`config.mk`:
```
export PLATFORM = sky130hd
export DESIGN_NAME = node_pool_free_list
export DESIGN_NICKNAME = d
export VERILOG_FILES = /design/src/design/npfl_pkg.sv /design/src/design/node_pool_free_list.sv /design/src/design/npfl_ram.sv
export SDC_FILE = /design/constraint.sdc
export NUM_CORES = 2
export LEC_CHECK = 0
export BUFFER_PORTS_ARGS = -buffer_cell sky130_fd_sc_hd__clkbuf_2
export CAP_MARGIN = 20
export CORE_ASPECT_RATIO = 0.75
export CORE_MARGIN = 2
export CORE_UTILIZATION = 60
export CTS_BUF_LIST = sky130_fd_sc_hd__clkbuf_4
export DETAILED_ROUTE_END_ITERATION = 7
export PLACE_DENSITY = 0.86
export SYNTH_ARGS = -nofsm -noshare
export SYNTH_HDL_FRONTEND = slang
export SYNTH_HIERARCHICAL = 1
export SYNTH_SLANG_ARGS = --single-unit
```
`constraint.sdc`:
```
create_clock -name clk -period 16.9 [get_ports clk]
set_input_delay 0.845 -clock clk [delete_from_list [all_inputs] [get_ports clk]]
set_output_delay 0.845 -clock clk [all_outputs]
set_load 0.03 [all_outputs]
```
`src/design/npfl_pkg.sv`:
```
// Shared types and constants for the node pool free list allocator.
`default_nettype none

package npfl_pkg;

	// Default number of link memory entries; the active slot count never exceeds 256.
	localparam int POOL_DEPTH_DEF = 256;
	localparam int NODE_SLOTS_MAX = 256;

	localparam int CMD_W      = 2;
	localparam int INDEX_W    = 8;
	localparam int ADDR_W     = 32;
	localparam int STRIDE_W   = 16;
	localparam int POOL_W     = 9;
	localparam int CFG_IDX_W  = 2;
	localparam int CFG_DATA_W = 32;

	localparam logic [ADDR_W-1:0]   BASE_ADDR_RST   = 32'd0;
	localparam logic [STRIDE_W-1:0] SLOT_STRIDE_RST = 16'd16;
	localparam logic [POOL_W-1:0]   POOL_SIZE_RST   = 9'd256;

	typedef enum logic [CMD_W-1:0] {
		CMD_INIT    = 2'd0,
		CMD_ACQUIRE = 2'd1,
		CMD_RELEASE = 2'd2
	} cmd_t;

	typedef enum logic [CFG_IDX_W-1:0] {
		CFG_BASE_ADDR   = 2'd0,
		CFG_SLOT_STRIDE = 2'd1,
		CFG_POOL_SIZE   = 2'd2
	} cfg_reg_t;

	typedef enum logic [1:0] {
		ST_IDLE = 2'd0,
		ST_ACQ  = 2'd1,
		ST_INIT = 2'd2
	} state_t;

endpackage

`default_nettype wire

```
`src/design/node_pool_free_list.sv`:
```
// Node pool allocator: a LIFO free list of node slots kept in one link memory.
// Release, unknown commands and acquires on an empty list load the result register from
// the input beat; a successful acquire passes the pop state first, and init the sweep of n
// links, where n is pool_size limited to 256 and to the link memory depth (one per cycle).
// Throughput: one release per cycle while out_ready holds; no beat is taken in a pop or sweep.
// Reset: registers take their reset values and the list is empty; the link memory is kept.
`default_nettype none

module node_pool_free_list #(
	parameter int POOL_DEPTH = npfl_pkg::POOL_DEPTH_DEF
) (
	input  wire logic                              clk,
	input  wire logic                              arst_n,

	input  wire logic                              cfg_we,
	input  wire logic [npfl_pkg::CFG_IDX_W-1:0]    cfg_index,
	input  wire logic [npfl_pkg::CFG_DATA_W-1:0]   cfg_wdata,

	input  wire logic                              in_valid,
	output logic                                   in_ready,
	input  wire logic [npfl_pkg::CMD_W-1:0]        command,
	input  wire logic [npfl_pkg::INDEX_W-1:0]      node_index,

	output logic                                   out_valid,
	input  wire logic                              out_ready,
	output logic                                   ok,
	output logic      [npfl_pkg::INDEX_W-1:0]      granted_index,
	output logic      [npfl_pkg::ADDR_W-1:0]       data_address,
	output logic                                   list_empty
);

	// Only the first 256 entries can ever be named by an 8-bit node index, so the link
	// memory stops there even for a larger pool depth.
	localparam int LINK_DEPTH = (POOL_DEPTH < npfl_pkg::NODE_SLOTS_MAX) ?
		POOL_DEPTH : npfl_pkg::NODE_SLOTS_MAX;
	localparam int AW = $clog2(LINK_DEPTH);
	// A link holds a nil flag on top of a node index.
	localparam int LW = AW + 1;
	localparam logic [npfl_pkg::POOL_W-1:0] SLOT_CAP = npfl_pkg::POOL_W'(LINK_DEPTH);
	localparam logic [LW-1:0] LINK_NIL = {1'b1, {AW{1'b0}}};

	// Configuration registers.
	logic [npfl_pkg::ADDR_W-1:0]   base_addr_q;
	logic [npfl_pkg::STRIDE_W-1:0] slot_stride_q;
	logic [npfl_pkg::POOL_W-1:0]   pool_size_q;

	always_ff @(posedge clk or negedge arst_n) begin
		if (!arst_n) begin
			base_addr_q   <= npfl_pkg::BASE_ADDR_RST;
			slot_stride_q <= npfl_pkg::SLOT_STRIDE_RST;
			pool_size_q   <= npfl_pkg::POOL_SIZE_RST;
		end else if (cfg_we) begin
			unique case (npfl_pkg::cfg_reg_t'(cfg_index))
				npfl_pkg::CFG_BASE_ADDR: begin
					base_addr_q <= cfg_wdata;
				end
				npfl_pkg::CFG_SLOT_STRIDE: begin
					slot_stride_q <= cfg_wdata[npfl_pkg::STRIDE_W-1:0];
				end
				npfl_pkg::CFG_POOL_SIZE: begin
					pool_size_q <= cfg_wdata[npfl_pkg::POOL_W-1:0];
				end
				default: begin
				end
			endcase
		end
	end

	// Number of slots in use: pool_size limited to what the link memory holds.
	logic [npfl_pkg::POOL_W-1:0] slot_count;
	assign slot_count = (pool_size_q > SLOT_CAP) ? SLOT_CAP : pool_size_q;

	// Control and head state.
	npfl_pkg::state_t state_q, state_d;
	logic [LW-1:0] head_q, head_d;
	logic          head_we;
	logic [npfl_pkg::POOL_W-1:0] init_q, init_next;
	logic          init_last;
	logic          head_nil;
	logic [AW-1:0] head_idx;

	assign head_nil  = head_q[AW];
	assign head_idx  = head_q[AW-1:0];
	assign init_next = init_q + npfl_pkg::POOL_W'(1);
	assign init_last = (init_next >= slot_count);

	// Link memory. The read port always looks at the current head, so the popped node's
	// link is ready in the cycle after an acquire beat. Only one state writes per cycle, and
	// the read that an acquire uses is never taken at an edge that writes, so no bypass.
	logic          ram_we;
	logic [AW-1:0] ram_waddr;
	logic [LW-1:0] ram_wdata;
	logic [LW-1:0] ram_rdata;

	npfl_ram #(
		.WIDTH (LW),
		.DEPTH (LINK_DEPTH)
	) u_links (
		.clk   (clk),
		.we    (ram_we),
		.waddr (ram_waddr),
		.wdata (ram_wdata),
		.raddr (head_idx),
		.rdata (ram_rdata)
	);

	// Input side: a new beat is taken only in idle and only when the result register is
	// free or is being drained in the same cycle.
	logic out_valid_q;
	logic accept;
	npfl_pkg::cmd_t cmd;

	assign in_ready = (state_q == npfl_pkg::ST_IDLE) && (!out_valid_q || out_ready);
	assign accept   = in_valid && in_ready;
	assign cmd      = npfl_pkg::cmd_t'(command);

	logic release_ok;
	assign release_ok = ({1'b0, node_index} < slot_count);

	// Next state.
	always_comb begin
		state_d = state_q;
		unique case (state_q)
			npfl_pkg::ST_IDLE: begin
				if (accept) begin
					unique case (cmd)
						npfl_pkg::CMD_INIT: begin
							if (slot_count != '0) begin
								state_d = npfl_pkg::ST_INIT;
							end
						end
						npfl_pkg::CMD_ACQUIRE: begin
							if (!head_nil) begin
								state_d = npfl_pkg::ST_ACQ;
							end
						end
						default: begin
						end
					endcase
				end
			end
			npfl_pkg::ST_ACQ: begin
				state_d = npfl_pkg::ST_IDLE;
			end
			npfl_pkg::ST_INIT: begin
				if (init_last) begin
					state_d = npfl_pkg::ST_IDLE;
				end
			end
			default: begin
				state_d = npfl_pkg::ST_IDLE;
			end
		endcase
	end

	// Datapath control and result formation.
	logic                          res_load;
	logic                          res_ok;
	logic [npfl_pkg::INDEX_W-1:0]  res_granted;
	logic [npfl_pkg::ADDR_W-1:0]   res_addr;
	logic                          res_empty;
	logic [npfl_pkg::INDEX_W-1:0]  pop_index;
	logic [npfl_pkg::STRIDE_W+npfl_pkg::INDEX_W-1:0] pop_offset;

	assign pop_index  = npfl_pkg::INDEX_W'(head_idx);
	assign pop_offset = slot_stride_q * pop_index;

	always_comb begin
		ram_we      = 1'b0;
		ram_waddr   = head_idx;
		ram_wdata   = LINK_NIL;
		head_we     = 1'b0;
		head_d      = head_q;
		res_load    = 1'b0;
		res_ok      = 1'b0;
		res_granted = '0;
		res_addr    = '0;
		res_empty   = head_nil;
		unique case (state_q)
			npfl_pkg::ST_IDLE: begin
				if (accept) begin
					unique case (cmd)
						npfl_pkg::CMD_INIT: begin
							// An empty pool answers at once; otherwise the sweep answers.
							if (slot_count == '0) begin
								head_we   = 1'b1;
								head_d    = LINK_NIL;
								res_load  = 1'b1;
								res_ok    = 1'b1;
								res_empty = 1'b1;
							end
						end
						npfl_pkg::CMD_ACQUIRE: begin
							if (head_nil) begin
								res_load  = 1'b1;
								res_empty = 1'b1;
							end
						end
						npfl_pkg::CMD_RELEASE: begin
							res_load = 1'b1;
							if (release_ok) begin
								ram_we    = 1'b1;
								ram_waddr = node_index[AW-1:0];
								ram_wdata = head_q;
								head_we   = 1'b1;
								head_d    = {1'b0, node_index[AW-1:0]};
								res_ok    = 1'b1;
								res_empty = 1'b0;
							end
						end
						default: begin
							res_load = 1'b1;
						end
					endcase
				end
			end
			npfl_pkg::ST_ACQ: begin
				// Pop: the head's link becomes the new head and the popped link goes nil.
				ram_we      = 1'b1;
				ram_waddr   = head_idx;
				ram_wdata   = LINK_NIL;
				head_we     = 1'b1;
				head_d      = ram_rdata;
				res_load    = 1'b1;
				res_ok      = 1'b1;
				res_granted = pop_index;
				res_addr    = base_addr_q + npfl_pkg::ADDR_W'(pop_offset);
				res_empty   = ram_rdata[AW];
			end
			npfl_pkg::ST_INIT: begin
				ram_we    = 1'b1;
				ram_waddr = init_q[AW-1:0];
				ram_wdata = init_last ? LINK_NIL : {1'b0, init_next[AW-1:0]};
				if (init_last) begin
					head_we   = 1'b1;
					head_d    = '0;
					res_load  = 1'b1;
					res_ok    = 1'b1;
					res_empty = 1'b0;
				end
			end
			default: begin
			end
		endcase
	end

	always_ff @(posedge clk or negedge arst_n) begin
		if (!arst_n) begin
			state_q <= npfl_pkg::ST_IDLE;
			head_q  <= LINK_NIL;
			init_q  <= '0;
		end else begin
			state_q <= state_d;
			if (head_we) begin
				head_q <= head_d;
			end
			if (state_q == npfl_pkg::ST_INIT) begin
				init_q <= init_next;
			end else begin
				init_q <= '0;
			end
		end
	end

	// Output register: holds one result beat until it is taken.
	logic                         ok_q;
	logic [npfl_pkg::INDEX_W-1:0] granted_q;
	logic [npfl_pkg::ADDR_W-1:0]  addr_q;
	logic                         empty_q;

	always_ff @(posedge clk or negedge arst_n) begin
		if (!arst_n) begin
			out_valid_q <= 1'b0;
		end else if (res_load) begin
			out_valid_q <= 1'b1;
		end else if (out_ready) begin
			out_valid_q <= 1'b0;
		end
	end

	always_ff @(posedge clk) begin
		if (res_load) begin
			ok_q      <= res_ok;
			granted_q <= res_granted;
			addr_q    <= res_addr;
			empty_q   <= res_empty;
		end
	end

	assign out_valid     = out_valid_q;
	assign ok            = ok_q;
	assign granted_index = granted_q;
	assign data_address  = addr_q;
	assign list_empty    = empty_q;

	// A new result never overwrites one that is still waiting.
	a_no_overwrite: assert property (@(posedge clk) disable iff (!arst_n)
		res_load |-> (!out_valid_q || out_ready))
		else $error("result register overwritten while holding a beat");

	// A pop only starts from a non-empty list, and the head is not disturbed meanwhile.
	a_pop_has_head: assert property (@(posedge clk) disable iff (!arst_n)
		(state_q == npfl_pkg::ST_ACQ) |-> (!head_nil && $stable(head_q)))
		else $error("pop entered with an empty list or a moving head");

	// The init sweep stays inside the active slots.
	a_init_in_range: assert property (@(posedge clk) disable iff (!arst_n)
		(state_q == npfl_pkg::ST_INIT) |-> (init_q < slot_count))
		else $error("init sweep ran past the slot count");

	// A completed init leaves slot zero at the head.
	a_init_head: assert property (@(posedge clk) disable iff (!arst_n)
		(state_q == npfl_pkg::ST_INIT && init_last) |=> (head_q == '0))
		else $error("init did not leave slot zero at the head");

endmodule

`default_nettype wire

```
`src/design/npfl_ram.sv`:
```
// Generic single-write, single-read synchronous RAM with registered read data.
`default_nettype none

module npfl_ram #(
	parameter int WIDTH = 9,
	parameter int DEPTH = 256
) (
	input  wire logic                     clk,
	input  wire logic                     we,
	input  wire logic [$clog2(DEPTH)-1:0] waddr,
	input  wire logic [WIDTH-1:0]         wdata,
	input  wire logic [$clog2(DEPTH)-1:0] raddr,
	output logic      [WIDTH-1:0]         rdata
);

	logic [WIDTH-1:0] mem_q [DEPTH];

	always_ff @(posedge clk) begin
		if (we) begin
			mem_q[waddr] <= wdata;
		end
		rdata <= mem_q[raddr];
	end

endmodule

`default_nettype wire
```
==> impl_metrics.yaml <==
cells_and_area:
  fin_util_pct: 66.7
  fin_nets: 6022
  final_layout_size_suffix_gt1_share_pct: 26.7
  stdcell_count: 8432
  area_growth_pct: 10.3
sta:
  drv_slew: 0
  hold_violations: 0
  worst_slack_ps: 10280
  final.period_utilization_pct: 39.2
  clock.fmax_mhz: 151
  rsz0062_at_grt: "false"
  fin_setup_tns_ps: 0
  worst_slew_pin_slew_ps: 1320
  fin_crit_ps: 6620
  skew_ps: 128
  setup_viol: 0
  relSlewSlack_pct: 11.1
place:
  place_ws_ps: 10040
  portBuffers: 92
  place_inst: 7404
  gp_congestion: 0.944
  dpl.hpwl_um: 152000
hold_path:
  holdCritStartpoint: "command[1]"
  whs_path_depth: 5
  holdPathEnd: "state_q[1]$_DFFE_PN0P_"
  hold_path.class: "input pin to register"
global_routing:
  grt_util_all_layers_pct: 31.2
  grt_pass1_vias: 57200
  grt_use_met1_pct: 42.9
  met3_usage_pct: 12.6
  grt-ovfl-total: 0
  grt_pass1_wl_um: 383000
  grt_max_degree: 221
  grt.busiest_layer: "met2"
  antenna_found_initial: 11
  met2_usage_pct: 44.7
status:
  status: "complete, but fails checks"
  violations: "design-rule violations"
synthesis:
  synthesis.nets: 5519
  synthTopCellsByCount: "edfxtp_1, mux4_2, nor2_1"
  synth_top_area_share_pct: 70.6
  seq_area_frac_synth_pct: 72.7
  yosys_warnings: 6
  avgSynthCellArea_sq_um: 18.8
  syn_inst: 5294
  synthArstFlopShare_pct: 3.21
  syn-cell-area_sq_um: 99800
  synth-main-ff-cell: "edfxtp_1"
  synth_most_common_cell: "edfxtp_1"
  synthTopCellsByArea: "edfxtp_1, mux4_2, fa_1"
  synth_top_cell_by_area: "edfxtp_1"
  synth_edf_count: 2346
  ys_types: 81
  synth_seq_cells: 2433
worst_setup_path:
  cp_max_fo: 129
  crit_buf_inv: 5
  slowest_delay_ps: 990
  worstSetupPathType: "register to register"
  worstPathRequired_ps: 18080
  crit_family: "buffers and inverters"
  crit_slowest_cell: "buf_4"
  crit_top_cell: "buf_4"
  critical_path_arrival_ps: 7800
  ff2ff_path_depth: 11
  end_kind: "register"
  reg2reg_from: "head_q[1]$_DFFE_PN0P_"
  path_cells: "buf_12 -> buf_12 -> buf_4 -> buf_4 -> mux4_2 -> a22o_1 -> a221oi_1 -> buf_4 -> o32ai_1 -> o22ai_1 -> nor3_1"
  cp-start-kind: "register"
  timing.rr.end: "u_links/rdata[7]$_DFF_P_"
  r2r_slack_ps: 10280
clocking:
  root_buffer: "clkbuf_4"
  postCtsSetupRepairBufs: 0
  clock-sinks: 2433
  cts.clk_slew.worst_paths_ps: 70
  numCtsBuffers: 565
  cts_resized: 0
  cts_buffer_depth: 4
  htree_num_levels: 6
  clk_latency_ps: 1380
  cts_tree: "done"
  cts_hold_buf: 45
floorplanning:
  die_height_um: 357
  ios: 93
  die_w_um: 475
  design.die.area_sq_um: 170000
  fp-row-count: 129
  initial_core_util_pct: 60.5
  core_sq_um: 165000
pwr:
  power.total_mw: 17.9
  worst_ir_drop_vdd_uv: 134
  pwr_density_cell_nw_per_um2: 162
  power_leakage_nw: 33.5
route:
  routed_wl_um: 264000
  via_count: 57500
  ant_nets: 0
  vias_per_cell: 6.82
  first_pass_iters: 8
  first_iter_violations: 10300
  drt-wirelength-per-cell_um: 31.3
  drc: 1
run:
  drv_cap: 0
-- per-stage QoR --
step | cell area [sq um] | hold slack (ps)
2_1_floorplan | 99800 | 487
3_3_place_gp | 102000 | 499
3_5_place_dp | 102000 | 510
4_1_cts | 110000 | 11.6
5_1_grt | 110000 | 133
6_report | 110000 | 146
-- cell families after synthesis --
| logic type | synth area share [%] |
|---|---|
| DFF | 72.7 |
| and+or+nand+nor | 3.95 |
| xor gates and xnor gates | 0.140 |
| adders and majority gates | 3.00 |
| muxes | 13.4 |
| AOI/OAI and AO/OA | 4.43 |
| buffers and inverters | 2.31 |
-- cell usage in the layout, fill, tap and decap left out, drive strengths merged, types with 112 or more instances in the layout --
| master | count |
|---|---|
| edfxtp | 2346 |
| clkbuf | 933 |
| mux4 | 476 |
| nor2 | 346 |
| mux2i | 187 |
| a22oi | 175 |
| inv | 168 |
| nand2 | 151 |
| a21oi | 128 |
| and2 | 112 |
-- flip-flops by register name, indices dropped and copies added, names as in the netlist --
name           count
init_q             9
ok                 1
u_links/rdata      9
base_addr_q       32
list_empty         1
pool_size_q        9
u_links/mem_q   2304
head_q             9
granted_index      8
state_q            2
data_address      32
out_valid          1
slot_stride_q     16
-- worst reg2reg max path, stage by stage (launching register included) --
cell	delay, ps
dfrtp_4	830
buf_12	510
buf_12	670
buf_4	1190
buf_4	770
mux4_2	500
a22o_1	210
a221oi_1	330
buf_4	270
o32ai_1	190
o22ai_1	920
nor3_1	120
-- cell type report --
class	count	area, sq um
clock buffer	840	6310
sequential	2433	72600
clock inverter	120	833
inverter	161	604
multi-input combinational	2403	25100
tap	2227	2790
antenna	15	37.5
fill	9996	54900
timing repair buffer	233	1790
-- where the power goes --
| part | switching (mW) | internal (mW) |
|---|---|---|
| sequential | 0.206 | 6.97 |
| clock | 2.32 | 2.47 |
| combinational | 3.85 | 2.04 |
| total | 6.38 | 11.5 |
-- worst max-delay path by stage --
stage	end	cells after the start	slack, ps	startpoint
floorplan	u_links/mem_q[0][0]$_DFFE_PP_	10	2130	init_q[0]$_DFF_PN0_
global placement	u_links/rdata[0]$_DFF_P_	10	10130	head_q[0]$_DFFE_PN0P_
detailed placement	u_links/rdata[0]$_DFF_P_	10	10040	head_q[0]$_DFFE_PN0P_
CTS	u_links/rdata[0]$_DFF_P_	10	10110	head_q[0]$_DFFE_PN0P_
global route	u_links/rdata[0]$_DFF_P_	11	10000	head_q[0]$_DFFE_PN0P_
finish	u_links/rdata[7]$_DFF_P_	11	10280	head_q[1]$_DFFE_PN0P_
-- per-layer routing --
layer	vias up	part of all wire [%]	wire, um
li1	22600	-	-
met1	28700	34	89700
met2	5361	44	117000
met3	848	17	45700
met4	14	4.4	11700
met5	-	0.042	112
Note: power is estimated with default switching activity, not from simulation.
